## config.mk

```make
export PLATFORM = sky130hd
export DESIGN_NAME = indexed_insert_remove_list
export DESIGN_NICKNAME = d
export VERILOG_FILES = /design/src/iirl_pkg.sv /design/src/iirl_cell.sv /design/src/indexed_insert_remove_list.sv
export SDC_FILE = /design/constraint.sdc
export NUM_CORES = 1
export LEC_CHECK = 0
export BUFFER_PORTS_ARGS = -buffer_cell sky130_fd_sc_hd__buf_2
export CELL_PAD_IN_SITES_DETAIL_PLACEMENT = 2
export CELL_PAD_IN_SITES_GLOBAL_PLACEMENT = 2
export CORE_MARGIN = 2
export CORE_UTILIZATION = 41
export CTS_CLUSTER_DIAMETER = 120
export DETAILED_ROUTE_END_ITERATION = 16
export PLACE_DENSITY = 0.86
export SLEW_MARGIN = 15
export SYNTH_ARGS = -nofsm -noshare
export SYNTH_HDL_FRONTEND = slang
export SYNTH_HIERARCHICAL = 1
export SYNTH_SLANG_ARGS = --single-unit
```

## constraint.sdc

```tcl
create_clock -name clk -period 7.7 [get_ports clk]
set_clock_uncertainty 0.15 [all_clocks]
set_input_delay 0.385 -clock clk [delete_from_list [all_inputs] [get_ports clk]]
set_output_delay 0.385 -clock clk [all_outputs]
set_load 0.005 [all_outputs]
```

## src/iirl_pkg.sv

```systemverilog
// ----------------------------------------------------------------------------
// iirl_pkg
// Shared types and constants for the indexed insert/remove list: operation
// and status codes, default sizes, fixed port widths and the cell controls.
// ----------------------------------------------------------------------------
`default_nettype none

package iirl_pkg;

    // Default sizes for the top-level parameters
    localparam int DEPTH_DEF      = 16;
    localparam int ELEM_WIDTH_DEF = 32;

    // Fixed port widths
    localparam int POS_W     = 5;
    localparam int DATA_W    = 32;
    localparam int CNT_OUT_W = 5;

    typedef enum logic [1:0] {
        OP_PUSH   = 2'd0,
        OP_POP    = 2'd1,
        OP_INSERT = 2'd2,
        OP_REMOVE = 2'd3
    } op_t;

    typedef enum logic [1:0] {
        ST_OK    = 2'd0,
        ST_RANGE = 2'd1,
        ST_FULL  = 2'd2,
        ST_EMPTY = 2'd3
    } status_t;

    // Per-cycle shift controls broadcast to every cell
    typedef struct packed {
        logic ins;   // open a slot at ins_pos, shift later cells up
        logic rem;   // close the slot at the read index, shift later cells down
    } cell_ctrl_t;

endpackage

`default_nettype wire

```

## src/iirl_cell.sv

```systemverilog
// ----------------------------------------------------------------------------
// iirl_cell
// One storage cell of the list. Holds one element, takes a new value or a
// neighbor's value on insert/remove, and drives its element onto the read
// tap when its index is selected.
// ----------------------------------------------------------------------------
`default_nettype none

module iirl_cell
    import iirl_pkg::*;
#(
    parameter int DEPTH      = DEPTH_DEF,
    parameter int ELEM_WIDTH = ELEM_WIDTH_DEF,
    parameter int INDEX      = 0
)
(
    input  wire logic                         clk,
    input  wire cell_ctrl_t                   ctrl,
    input  wire logic [$clog2(DEPTH+1)-1:0]   ins_pos,
    input  wire logic [$clog2(DEPTH)-1:0]     rd_idx,
    input  wire logic [ELEM_WIDTH-1:0]        new_elem,
    input  wire logic [ELEM_WIDTH-1:0]        left_elem,
    input  wire logic [ELEM_WIDTH-1:0]        right_elem,
    output logic      [ELEM_WIDTH-1:0]        elem,
    output logic      [ELEM_WIDTH-1:0]        tap
);

    localparam int CW = $clog2(DEPTH + 1);
    localparam int IW = $clog2(DEPTH);
    localparam logic [CW-1:0] MY_POS = CW'(INDEX);
    localparam logic [IW-1:0] MY_IDX = IW'(INDEX);

    logic [ELEM_WIDTH-1:0] data_reg;
    logic [ELEM_WIDTH-1:0] data_next;

    // Pick the next value: new element, left neighbor, right neighbor or hold
    always_comb
    begin
        data_next = data_reg;
        if (ctrl.ins)
        begin
            if (MY_POS == ins_pos)
                data_next = new_elem;
            else if (MY_POS > ins_pos)
                data_next = left_elem;
        end
        else if (ctrl.rem)
        begin
            if (MY_IDX >= rd_idx)
                data_next = right_elem;
        end
    end

    // Hold the element
    always_ff @(posedge clk)
    begin
        data_reg <= data_next;
    end

    assign elem = data_reg;

    // Drive the read tap only when selected
    assign tap = (rd_idx == MY_IDX) ? data_reg : '0;

endmodule

`default_nettype wire

```

## src/indexed_insert_remove_list.sv

```systemverilog
// ----------------------------------------------------------------------------
// indexed_insert_remove_list
// Fixed-capacity ordered list with push, pop, insert-at-index and
// remove-at-index, built as a chain of cells that all shift at once.
// ----------------------------------------------------------------------------
//
//  channel | signals                                     | accepted when
//  --------+---------------------------------------------+-----------------------
//  in      | operation, position, element_in             | in_valid && !in_stall
//  out     | element_out, status, count_after            | out_valid && !out_stall
//
// The whole cell chain shifts by one place in the accepting cycle and the
// response lands in the output register on the same edge, so one request
// per cycle is sustained while out_stall is low.
// in_stall is high only while a response waits in the output register and
// out_stall holds it. Reset clears the count and the output valid; the cell
// contents are not reset and only cells below the count are ever read.
// ----------------------------------------------------------------------------
`default_nettype none

module indexed_insert_remove_list
    import iirl_pkg::*;
#(
    parameter int DEPTH      = DEPTH_DEF,
    parameter int ELEM_WIDTH = ELEM_WIDTH_DEF
)
(
    input  wire logic                 clk,
    input  wire logic                 rst_n,
    input  wire logic                 in_valid,
    output logic                      in_stall,
    input  wire logic [1:0]           operation,
    input  wire logic [POS_W-1:0]     position,
    input  wire logic [DATA_W-1:0]    element_in,
    output logic                      out_valid,
    input  wire logic                 out_stall,
    output logic      [DATA_W-1:0]    element_out,
    output logic      [1:0]           status,
    output logic      [CNT_OUT_W-1:0] count_after
);

    localparam int CW  = $clog2(DEPTH + 1);
    localparam int IW  = $clog2(DEPTH);
    localparam int PW  = (CW > POS_W) ? CW : POS_W;
    localparam int EXW = (ELEM_WIDTH > DATA_W) ? ELEM_WIDTH : DATA_W;
    localparam logic [CW-1:0] FULL_CNT = CW'(DEPTH);

    logic [CW-1:0]          cnt_reg;
    logic [CW-1:0]          cnt_next;
    logic                   out_valid_reg;
    logic [DATA_W-1:0]      elem_out_reg;
    status_t                status_reg;
    logic [CNT_OUT_W-1:0]   cnt_out_reg;

    logic                   accept;
    op_t                    op;
    logic [PW-1:0]          pos_x;
    logic [PW-1:0]          cnt_x;
    logic [CW-1:0]          cnt_dec;
    logic [EXW-1:0]         val_wide;
    logic [ELEM_WIDTH-1:0]  new_val;
    cell_ctrl_t             ctrl;
    cell_ctrl_t             ctrl_req;
    logic [CW-1:0]          ins_pos;
    logic [IW-1:0]          rd_idx;
    logic                   take;
    status_t                status_next;
    logic [ELEM_WIDTH-1:0]  taken;
    logic [EXW-1:0]         taken_wide;
    logic [DATA_W-1:0]      elem_out_next;
    logic [PW-1:0]          cnt_next_x;

    logic [ELEM_WIDTH-1:0]  cell_elem [DEPTH];
    logic [ELEM_WIDTH-1:0]  cell_tap  [DEPTH];

    // Handshake
    assign in_stall = out_valid_reg && out_stall;
    assign accept   = in_valid && !in_stall;

    assign op       = op_t'(operation);
    assign pos_x    = PW'(position);
    assign cnt_x    = PW'(cnt_reg);
    assign cnt_dec  = cnt_reg - CW'(1);
    assign val_wide = EXW'(element_in);
    assign new_val  = val_wide[ELEM_WIDTH-1:0];

    // Decode the operation, check bounds and pick shift controls
    always_comb
    begin
        status_next  = ST_OK;
        ctrl_req.ins = 1'b0;
        ctrl_req.rem = 1'b0;
        ins_pos      = pos_x[CW-1:0];
        rd_idx       = pos_x[IW-1:0];
        take         = 1'b0;
        cnt_next     = cnt_reg;
        unique case (op)
            OP_PUSH:
            begin
                if (cnt_reg == FULL_CNT)
                    status_next = ST_FULL;
                else
                begin
                    ctrl_req.ins = 1'b1;
                    ins_pos      = cnt_reg;
                    cnt_next     = cnt_reg + CW'(1);
                end
            end
            OP_POP:
            begin
                rd_idx = cnt_dec[IW-1:0];
                if (cnt_reg == '0)
                    status_next = ST_EMPTY;
                else
                begin
                    take     = 1'b1;
                    cnt_next = cnt_dec;
                end
            end
            OP_INSERT:
            begin
                if (pos_x > cnt_x)
                    status_next = ST_RANGE;
                else if (cnt_reg == FULL_CNT)
                    status_next = ST_FULL;
                else
                begin
                    ctrl_req.ins = 1'b1;
                    cnt_next     = cnt_reg + CW'(1);
                end
            end
            OP_REMOVE:
            begin
                if (pos_x >= cnt_x)
                    status_next = ST_RANGE;
                else
                begin
                    ctrl_req.rem = 1'b1;
                    take         = 1'b1;
                    cnt_next     = cnt_dec;
                end
            end
            default:
            begin
                status_next = ST_OK;
            end
        endcase
    end

    // Shift only on an accepted request
    assign ctrl.ins = accept && ctrl_req.ins;
    assign ctrl.rem = accept && ctrl_req.rem;

    // Cell chain
    for (genvar i = 0; i < DEPTH; i++)
    begin : g_cell
        logic [ELEM_WIDTH-1:0] left_w;
        logic [ELEM_WIDTH-1:0] right_w;

        if (i == 0)
        begin : g_first
            assign left_w = new_val;
        end
        else
        begin : g_mid_l
            assign left_w = cell_elem[i-1];
        end

        if (i == DEPTH - 1)
        begin : g_last
            assign right_w = cell_elem[i];
        end
        else
        begin : g_mid_r
            assign right_w = cell_elem[i+1];
        end

        iirl_cell #(
            .DEPTH      (DEPTH),
            .ELEM_WIDTH (ELEM_WIDTH),
            .INDEX      (i)
        ) u_cell (
            .clk        (clk),
            .ctrl       (ctrl),
            .ins_pos    (ins_pos),
            .rd_idx     (rd_idx),
            .new_elem   (new_val),
            .left_elem  (left_w),
            .right_elem (right_w),
            .elem       (cell_elem[i]),
            .tap        (cell_tap[i])
        );
    end

    // Merge the read taps; only the selected cell drives a nonzero value
    always_comb
    begin
        taken = '0;
        for (int i = 0; i < DEPTH; i++)
        begin
            taken = taken | cell_tap[i];
        end
    end

    assign taken_wide    = EXW'(taken);
    assign elem_out_next = take ? taken_wide[DATA_W-1:0] : '0;
    assign cnt_next_x    = PW'(cnt_next);

    // Advance the element count
    always_ff @(posedge clk or negedge rst_n)
    begin
        if (!rst_n)
            cnt_reg <= '0;
        else if (accept)
            cnt_reg <= cnt_next;
    end

    // Output valid: set on accept, drop once taken
    always_ff @(posedge clk or negedge rst_n)
    begin
        if (!rst_n)
            out_valid_reg <= 1'b0;
        else if (accept)
            out_valid_reg <= 1'b1;
        else if (!out_stall)
            out_valid_reg <= 1'b0;
    end

    // Response payload
    always_ff @(posedge clk)
    begin
        if (accept)
        begin
            elem_out_reg <= elem_out_next;
            status_reg   <= status_next;
            cnt_out_reg  <= cnt_next_x[CNT_OUT_W-1:0];
        end
    end

    assign out_valid   = out_valid_reg;
    assign element_out = elem_out_reg;
    assign status      = status_reg;
    assign count_after = cnt_out_reg;

    // Count never exceeds the capacity
    a_cnt_bound: assert property (@(posedge clk) disable iff (!rst_n)
        cnt_reg <= FULL_CNT)
        else $error("element count above capacity");

    // A failed request leaves the count unchanged
    a_fail_hold: assert property (@(posedge clk) disable iff (!rst_n)
        accept && status_next != ST_OK |=> cnt_reg == $past(cnt_reg))
        else $error("failed request changed the count");

    // A failed response carries a zero element
    a_fail_zero: assert property (@(posedge clk) disable iff (!rst_n)
        out_valid && status != ST_OK |-> element_out == '0)
        else $error("nonzero element on failed response");

    // Input stalls only behind a held response
    a_stall_src: assert property (@(posedge clk) disable iff (!rst_n)
        in_stall |-> out_valid && out_stall)
        else $error("input stalled without a held response");

endmodule

`default_nettype wire

```

======== Word level (Yosys, flattened, before mapping) ========
Cells that the tools add are included.
word-level totals
  bits in registers ....................... 557
  input bits .............................. 43
  output and inout port bits .............. 41
  logic and storage cells ................. 278
operators by class
  $add $sub $neg .......................... 2
  $lt $le $gt $ge ......................... 33
  equal/unequal tests ..................... 50
  muxes and demuxes ....................... 115
  bitwise operators ....................... 15
  reductions and logical operators ........ 42
operators by type and width
  cell                count
  $mux 32             93
  $or 32x32->32       15
  $ne 3x1->1 const B  15
  $reduce_and 3->1    15
  $eq 4x5->1 const A  8
  $gt 4x5->1 const A  8
  $reduce_bool 2->1   17
  $eq 4x4->1 const B  8
  $mux 5              6
  $ge 4x4->1 const A  7
  $eq 3x5->1 const A  4
  $gt 3x5->1 const A  4
  $pmux 5 s4          1
  $eq 4x3->1 const B  4
  $ge 3x4->1 const A  4
  $eq 2x5->1 const A  2
  $gt 1x5->1 const A  2
  $gt 2x5->1 const A  2
  $logic_not 5->1     2
  $eq 4x2->1 const B  2
  $ge 1x4->1 const A  2
  $ge 2x4->1 const A  2
  $mux 1              8
  $pmux 2 s4          1
  other kinds (18)    25

======== Logic depth before layout (Yosys ltp) ========
Gate-level depths: netlist of run 1.
  depth after elaboration ................. 19
  gate-level depth with buffers ........... 14

======== Cells and area by module ========
Netlist of run 1, hierarchy kept.
modules (own cells, without submodules)
  module                         times used  cells each  area each (um^2)  seq. area each (um^2)
  indexed_insert_remove_list     1           380         3403.3            1321.3
  iirl_cell (g_cell[7].u_cell)   1           222         2189.6            960.9
  iirl_cell (g_cell[11].u_cell)  1           254         2175.8            960.9
  iirl_cell (g_cell[0].u_cell)   1           253         2150.8            960.9
  iirl_cell (g_cell[12].u_cell)  1           225         2082.0            960.9
  iirl_cell (g_cell[15].u_cell)  1           222         2059.5            960.9
  iirl_cell (g_cell[6].u_cell)   1           227         2052.0            960.9
  iirl_cell (g_cell[8].u_cell)   1           224         2020.7            960.9
  iirl_cell (g_cell[14].u_cell)  1           226         2019.4            960.9
  iirl_cell (g_cell[10].u_cell)  1           227         2018.2            960.9
  iirl_cell (g_cell[2].u_cell)   1           224         2016.9            960.9
  iirl_cell (g_cell[9].u_cell)   1           225         2009.4            960.9
  iirl_cell (g_cell[4].u_cell)   1           226         2000.7            960.9
  iirl_cell (g_cell[5].u_cell)   1           222         1996.9            960.9
  +3 rows                        --          --          --                --

======== Worst setup path after synthesis of run 1 ========
Ideal clock, no wire load.
  kind .................................... register to register
  start ................................... register cnt_reg[0]
  end ..................................... register g_cell[14].u_cell.data_reg[0], enable pin
  data arrival time ....................... 5.567 ns
  data required time ...................... 6.892 ns
  setup slack ............................. 1.325 ns
  cell stages (with the launch flop) ...... 12
  path buffers ............................ 2
  path through ............................ dfrtp_1 clkbuf_1 inv_1 ha_1 or3b_1 buf_6 or2_4 nand2_1 o21ai_0 a41oi_1 nand2_1 o21ai_0
between the ends
  elaborated cells on any way between the ends .. 21
  classes of those cells .................. add/sub (1); order compare (4); eq/ne (3); mux (8); reduce/logical (5)
RTL lines
  element                                          line                               RTL
  from (decl)                                      indexed_insert_remove_list.sv:48   logic [CW-1:0] cnt_reg;
  from (signal assigned)                           indexed_insert_remove_list.sv:215  cnt_reg <= cnt_next;
  $eq 5x5->1 (*)                                   indexed_insert_remove_list.sv:100  if (cnt_reg == FULL_CNT)
  $mux 5 (*)                                       indexed_insert_remove_list.sv:100
  $mux 5 (*)                                       indexed_insert_remove_list.sv:97   unique case (op)
  net ins_pos[1]                                   indexed_insert_remove_list.sv:64   logic [CW-1:0] ins_pos;
  $gt 4x5->1 / $eq 4x5->1 (equally long branches)  iirl_cell.sv:44, iirl_cell.sv:42
  $ne 3x1->1 (no source line) (*)                  --
  $reduce_and 3->1 (no source line) (*)            --
  to (signal assigned)                             iirl_cell.sv:57                    data_reg <= data_next;
  to (decl)                                        iirl_cell.sv:33                    logic [ELEM_WIDTH-1:0] data_reg;
The timed path passes the listed nets; every way through them passes the cells marked *.
A chain may end at the register's enable or synchronous reset.

======== Worst setup path after layout of run 1 ========
  start ................................... register cnt_reg[0]
  end ..................................... register g_cell[15].u_cell.data_reg[22] (data pin)
between the ends
  longest elaborated chain between the ends .. 5
RTL lines
  element               line                               RTL
  $eq 5x5->1            indexed_insert_remove_list.sv:100
  $mux 5                indexed_insert_remove_list.sv:100
  $mux 5                indexed_insert_remove_list.sv:97
  net ins_pos[3]        indexed_insert_remove_list.sv:64
  $eq 4x5->1            iirl_cell.sv:42                    if (MY_POS == ins_pos)
  $mux 32               iirl_cell.sv:42
  to (signal assigned)  iirl_cell.sv:57
  to (decl)             iirl_cell.sv:33
The timed path passes the listed nets, and every way through them passes these cells.

==> flow_summary_export.csv, run 1 <==
group,metric,value,unit
cells_and_area,design_area,39000,µm²
clock_network,root_buffer,"clkbuf_16",
pwr,fin_total_pwr,10.2,mW
synthesis,syn_inst,4031,
worst_setup_path,crit_chain,"inv_1, ha_1, or3b_1, or2_4, nand2_1, a22o_4, buf_4, clkinv_1, o21ai_0, a31oi_1",
synthesis,synth.avg_cell_area,8.97,µm²
detailed_routing,ant_nets,0,
placement,postPlaceCellArea,36800,µm²
detailed_routing,vias,35945,
worst_setup_path,crit_start,"cnt_reg[0]",
worst_setup_path,crit_path_end,"g_cell[15].u_cell/elem[22]",
clock_network,cts-htree-levels,3,
clock_network,cts_tree,"built",
timing,fin_crit,5930,ps
worst_setup_path,cp_data_arrival_time,6070,ps
cells_and_area,fillers,9332,
placement,post-dp-hpwl,104000,µm
run_status,status,"finished, final reports clean",
die,start_util,41.5,%
timing,fmax,169,MHz
synthesis,synth_edf_count,551,
die,pin_count,84,
die,die_w,301,µm
pwr,p_leak,12.8,nW
worst_setup_path,cpPeakStageDelay,1260,ps
clock_network,clkLatencyLatePin,630,ps
synthesis,syn_area,36100,µm²
placement,gp_congestion,0.881,
worst_setup_path,r2r_slack,1770,ps
timing,tightest_slew,1330,ps
grt,grt_use_total,36.9,%
die,core,87000,µm²
synthesis,synth_nets,4081,
cells_and_area,largest_reg_flops,512,
placement,port_buffers,83,
detailed_routing,drt_wl_total,172000,µm
synthesis,synth.area.mux_share,0.0554,%
worst_setup_path,regToRegStartpoint,"cnt_reg[0]",
synthesis,synthAdderAreaFrac,0.242,%
worst_setup_path,r2r-end,"g_cell[15].u_cell/elem[22]",
clock_network,post-cts-setup-buffers,0,
worst_setup_path,worstPathRequired,7840,ps
synthesis,synth_top_family_by_area,"simple AND/OR/NAND/NOR gates",
grt,antenna_found_initial,19,
grt,first_global_vias,37189,
cells_and_area,syn2layout_area_growth,7.76,%
synthesis,ys_types,80,
clock_network,cts_resized,0,
worst_setup_path,crit_type,"flop to flop",
grt,grt-ovfl-total,0,
clock_network,clock_sinks,557,
pwr,vdd_drop_max,0.148,mV
synthesis,ys_seq_area_share,46.2,%
clock_network,cts_buffer_depth,3,
detailed_routing,drc,0,
synthesis,dominantRegCellSynth,"edfxtp_1",
cells_and_area,drive_gt1_share,9.78,%
synthesis,synth-simple-area-share,26.9,%
die,dieArea,90600,µm²
synthesis,ys_seq_elements,557,
pwr,cellPowerDensity,263,nW/µm²
timing,finalMaxSlewViolations,0,
timing,slew_headroom,10.5,%
detailed_routing,initialDrtViolationCount,4916,
timing,period_share,77.1,%
detailed_routing,dr.pass1.iters,6,
synthesis,synth_xor_area_share,0.0969,%
die,die_h,301,µm
grt,grt_pass1_wl,252000,µm
synthesis,synthMostInstantiatedCell,"nor2_1",
worst_setup_path,crit_slowest_cell,"clkinv_1",
detailed_routing,detail_route.wl_per_cell,33.8,µm
worst_setup_path,cp_num_cells,10,
run,cap_violations,0,
synthesis,synth_top_area_cell,"edfxtp_1",
cells_and_area,layout.nets,3932,
synthesis,synth_compound_area_share,19.6,%
worst_setup_path,reg2regPathDepth,10,
synthesis,synth_top_cell_area_share,45.8,%
detailed_routing,viasPerCell,7.07,
timing,setup_violations,0,
worst_setup_path,end_kind,"flop",
hold_path,hp-class,"input port to flop",
synthesis,netlist_top_cells_count,"572 x nor2_1, 551 x edfxtp_1, 483 x and2_1, 450 x a31oi_1, 363 x nand3_1",
timing,final-hold-violation-count,0,
worst_setup_path,crit_fanout,62,
die,row_count,108,
worst_setup_path,crit_buf_inv,3,
worst_setup_path,cp-start-kind,"flop",
timing,grt_setup_unrepaired,"no",
timing,fin_hold_ws,130,ps
clock_network,cts_made_buffers,68,
worst_setup_path,cpLargestDelayFamily,"buffers and inverters",
grt,grt_max_degree,238,
clock_network,path_clk_slew,60,ps
synthesis,yosysWarnings,6,
timing,setup_tns,0,ps
synthesis,async_flop_share,1.08,%
synthesis,synthTopCellsByArea,"edfxtp_1 46%, and2_1 8.4%, a31oi_1 7.8%, nor2_1 5.9%, nand3_1 5.0%",
==> worst min path at each step <==
stage,from,end,depth (start not counted)
final,operation[0],cnt_reg[1],2
after global routing,operation[0],cnt_reg[1],2
after CTS,operation[0],cnt_reg[1],2
after detailed placement,rst_n,out_valid,1
after global placement,rst_n,out_valid,1
after floorplan,rst_n,cnt_reg[0],0
==> through the flow <==
step                util, %  cells  worst slack (ps)
detailed placement     42.3   4961              2290
finish                 44.8   5083              1770
global route           44.8   5083              1690
global placement       42.3   4961              2600
CTS                    44.7   5081              2170
floorplan                 -   4031              1330
==> area by class of cell <==
cell class              count  area [µm²]  area share (%)
multi-input cells        3006       17300            44.4
flip-flops and latches    557       16700            42.9
clock buffers              91        1870            4.80
repair buffers            168        1130            2.91
inverters                  81         304           0.781
clock inverters            24         225           0.578
well taps                1155        1450            3.71
diodes                      1        2.50         0.00642
==> metal layers <==
metal / GRT usage, % / part of all wire (%) / vias to the layer above
li1: - / - / 14647
met1: 49.1 / 39 / 18301
met2: 58.3 / 46 / 2424
met3: 7.24 / 11 / 563
met4: 16.3 / 4.4 / 10
met5: 0 / 0.036 / -
==> power breakdown <==
group          total (mW)  switching (mW)  internal [mW]
logic                3.01            2.23          0.774
registers            3.98           0.237           3.74
clock network        3.26            1.43           1.83
total                10.2            3.89           6.35
==> timing repair <==
action | 4_1_cts | 5_1_grt
hold endpoints to repair | 7 | 0
hold buffers | 5 | 0
setup endpoints to repair | 0 | 0
==> placed cells by master (no fill, tap or decap), types with 11 or more instances in the layout <==
cell type  instances
o21ai_2           37
nand2_1           36
clkbuf_1          17
inv_1             78
edfxtp_1         551
nand3_1          362
o31a_1            60
and2_1           483
a21oi_1          108
and3_1            36
buf_2             83
and4_1            33
o21ai_0          222
buf_4             74
nand3b_1          66
nor4_1           125
o21ai_1          267
a31oi_1          450
clkinv_2          11
clkbuf_16         70
nor2_1           570
==> logic make-up (layout without fill, tap and decap cells) <==
logic type      count (synthesis)  count (layout)
xor+xnor                        4               4
buf+inv                       468             364
flops                         557             557
compound gates               1196            1196
other cells                     0               1
simple gates                 1797            1797
fa+ha+maj                       7               7
mux                             2               2
(Power assumes the default switching activity.)
==> run 2, diff against run 1 <==
Settings changed: ABC_AREA set to 1, CORE_UTILIZATION 41 to 33, PLACE_DENSITY 0.86 to 0.81.
Clock period 7.7 ns to 5 ns, I/O delays scaled along.
==> run 2 against run 1 <==
  * Flip-flop and latch count unchanged
  * Sequential power increased by 52%
  * Utilization decreased by 8.1 points
  * Power increased by 56%
  * Combinational power rose by 58%
  * Wire length down 2.7%
  * First-iteration DRC count shrank 48%
  * Critical path type unchanged
  * Critical endpoint is now g_cell[2].u_cell/elem[10]
  * Non-clock buffer count is 86 higher
  * Via count is 8.8% higher
  * Highest routed layer unchanged
  * Synthesized cell count grew 48%
  * Clock power rose by 59%
==> flow_summary_export.csv, run 2 <==
group,metric,value,unit
placement,dp_cells,7524,
cells_and_area,finalNonFillerCells,7666,
synthesis,synth_nets,6028,
grt,grt_pass1_wl,260000,µm
synthesis,ys_seq_area_share,40.5,%
detailed_routing,ant_nets,0,
grt,grt_max_degree,109,
pwr,combPwrFrac,29.8,%
clock_network,clkLatencyLatePin,660,ps
pwr,switching_share,37.9,%
pwr,pwr-share-seq,37.8,%
synthesis,synthAdderAreaFrac,0.212,%
run,cap_violations,0,
timing,grt_setup_unrepaired,"no",
synthesis,synth_compound_area_share,2.51,%
synthesis,synth_top_area_cell,"edfxtp_1",
worst_setup_path,crit_type,"flop to flop",
synthesis,ys_types,47,
timing,period_share,92.0,%
die,die_w,357,µm
detailed_routing,vias,39101,
detailed_routing,initialDrtViolationCount,2540,
placement,port_buffers,83,
cells_and_area,fillers,14726,
pwr,vdd_drop_max,0.262,mV
pwr,switching_power,6.07,mW
clock_network,cts_buffer_depth,3,
timing,finalMaxSlewViolations,0,
clock_network,cts_tree,"built",
timing,final-hold-violation-count,0,
grt,antenna_found_initial,3,
timing,finalWorstSetupSlack,398,ps
cells_and_area,largest_reg_flops,512,
cells_and_area,post-route-util,36.7,%
synthesis,synth_top_cell_area_share,40.1,%
placement,gp_congestion,0.831,
synthesis,async_flop_share,1.08,%
cells_and_area,final_cell_mix,"1619 x nand2_1, 1545 x inv_1, 739 x nand3_1, 551 x edfxtp_1, 534 x nor2_1",
synthesis,yosysWarnings,6,
synthesis,synthMostInstantiatedCell,"nand2_1",
synthesis,ys_seq_elements,557,
pwr,cellPowerDensity,353,nW/µm²
worst_setup_path,end_kind,"flop",
clock_network,post-cts-setup-buffers,0,
hold_path,hp-class,"input port to flop",
worst_setup_path,crit_fanout,34,
die,core,124000,µm²
placement,dp_slack,418,ps
timing,tightest_slew,1210,ps
clock_network,root_buffer,"clkbuf_16",
detailed_routing,drt_wl_total,167000,µm
pwr,clkPwrFrac,32.4,%
synthesis,syn_area,41200,µm²
clock_network,clock_sinks,557,
synthesis,synth_edf_count,551,
detailed_routing,detail_route.wl_per_cell,21.8,µm
worst_setup_path,r2r_slack,400,ps
cells_and_area,area.sequential,16700,µm²
timing,fmax,217,MHz
die,start_util,33.3,%
synthesis,synth_top_family_by_area,"simple AND/OR/NAND/NOR gates",
cells_and_area,mostFrequentLayoutCell,"nand2_1",
die,die_h,357,µm
synthesis,synth.avg_cell_area,6.90,µm²
synthesis,synth_xor_area_share,0.106,%
die,pin_count,84,
timing,fin_crit,4600,ps
cells_and_area,syn2layout_area_growth,10.1,%
cells_and_area,drive_gt1_share,8.59,%
clock_network,cts_resized,0,
timing,slew_headroom,19.0,%
detailed_routing,drc,0,
synthesis,synthTopCellsByArea,"edfxtp_1 40%, nand2_1 15%, inv_1 14%, nand3_1 9.0%, nor2_1 4.9%",
synthesis,syn_inst,5978,
worst_setup_path,cp_data_arrival_time,4970,ps
timing,setup_tns,0,ps
synthesis,synth.area.mux_share,0,%
run_status,status,"finished, final reports clean",
cells_and_area,layout.nets,6022,
clock_network,path_clk_slew,60,ps
cells_and_area,multi_input_area,16600,µm²
grt,first_global_vias,42658,
pwr,p_int,9.93,mW
grt,grt_use_total,26.1,%
detailed_routing,viasPerCell,5.10,
worst_setup_path,cp-start-kind,"flop",
synthesis,netlist_top_cells_count,"1624 x nand2_1, 1547 x inv_1, 742 x nand3_1, 551 x edfxtp_1, 535 x nor2_1",
grt,grt-ovfl-total,0,
clock_network,cts-htree-levels,3,
die,dieArea,128000,µm²
die,row_count,129,
clock_network,cts_made_buffers,75,
detailed_routing,dr.pass1.iters,5,
synthesis,dominantRegCellSynth,"edfxtp_1",
synthesis,synth-simple-area-share,37.1,%
worst_setup_path,worstPathRequired,5360,ps
placement,post-dp-hpwl,127000,µm
pwr,p_leak,24.3,nW
cells_and_area,diodes,0,
timing,setup_violations,0,
-- run 2: kinds of logic after synthesis --
| group | Yosys count |
|---|---|
| buffers and inverters | 1915 |
| xor gates and xnor gates | 5 |
| AOI/OAI and AO/OA | 94 |
| and+or+nand+nor | 3400 |
| DFF | 557 |
| adders and majority gates | 7 |
-- run 2: path summary, 6_finish.rpt --
kind / from / endpoint / cells after the start
worst max-delay path: cnt_reg[0] / g_cell[2].u_cell/elem[10] / 14
worst min-delay path: element_in[13] / g_cell[0].u_cell/elem[13] / 5
worst max register to register: cnt_reg[0] / g_cell[2].u_cell/elem[10] / 14
worst min register to register: g_cell[7].u_cell/elem[17] / g_cell[6].u_cell/elem[17] / 2
max in group asynchronous: rst_n / out_valid / 3
min in group asynchronous: rst_n / cnt_reg[1] / 3
-- run 2: layout make-up --
class                           count  share of cell area, %
Clock buffer                       98                   4.42
Tap cell                         1637                   4.51
Inverter                         1578                   13.1
Sequential cell                   557                   36.8
Multi-Input combinational cell   3506                   36.6
Clock inverter                     36                  0.472
Timing Repair Buffer              254                   4.08
-- run 2: stage by stage --
stage | hold slack, ps | power, mW | instance area (µm²)
floorplan | -196 | 9.09 | 41300
global placement | -60.4 | 10.6 | 43100
detailed placement | -52.8 | 10.8 | 43100
CTS | 102 | 16.1 | 45300
global route | 171 | 16.7 | 45400
finish | 137 | 16.0 | 45400
-- run 2: critical path, stage by stage, from the launching register on --
cell and delay [ps]:
dfrtp_1 460, inv_1 170, ha_1 260, nand2_2 100
nor2_4 40, nand2_1 150, nand2_1 230, inv_1 220
o22ai_4 250, buf_4 270, nor2_4 710, nand3_2 830
nand2_1 340, nand3_1 130, nand2_1 110
-- run 2: repair_timing --
action	4_1_cts	5_1_grt
hold buffers	7	0
endpoints found under the hold margin	14	0
setup endpoints to repair	0	0
-- run 2: metal layers --
layer  GRT usage, %  wire length, µm  vias up
met1           36.4            79800    19797
met2           43.7            78200      698
met5              0               13        -
met4           5.50             2470        2
met3           2.47             6450      146
li1               -                -    18458
-- run 2: power by group through the flow --
stage / clock network [mW] / logic, mW / registers, mW
detailed placement: 0 / 4.70 / 6.14
CTS: 5.31 / 4.75 / 6.05
floorplan: 0 / 3.08 / 6.01
finish: 5.18 / 4.77 / 6.05
global placement: 0 / 4.48 / 6.11
global route: 5.44 / 5.21 / 6.09
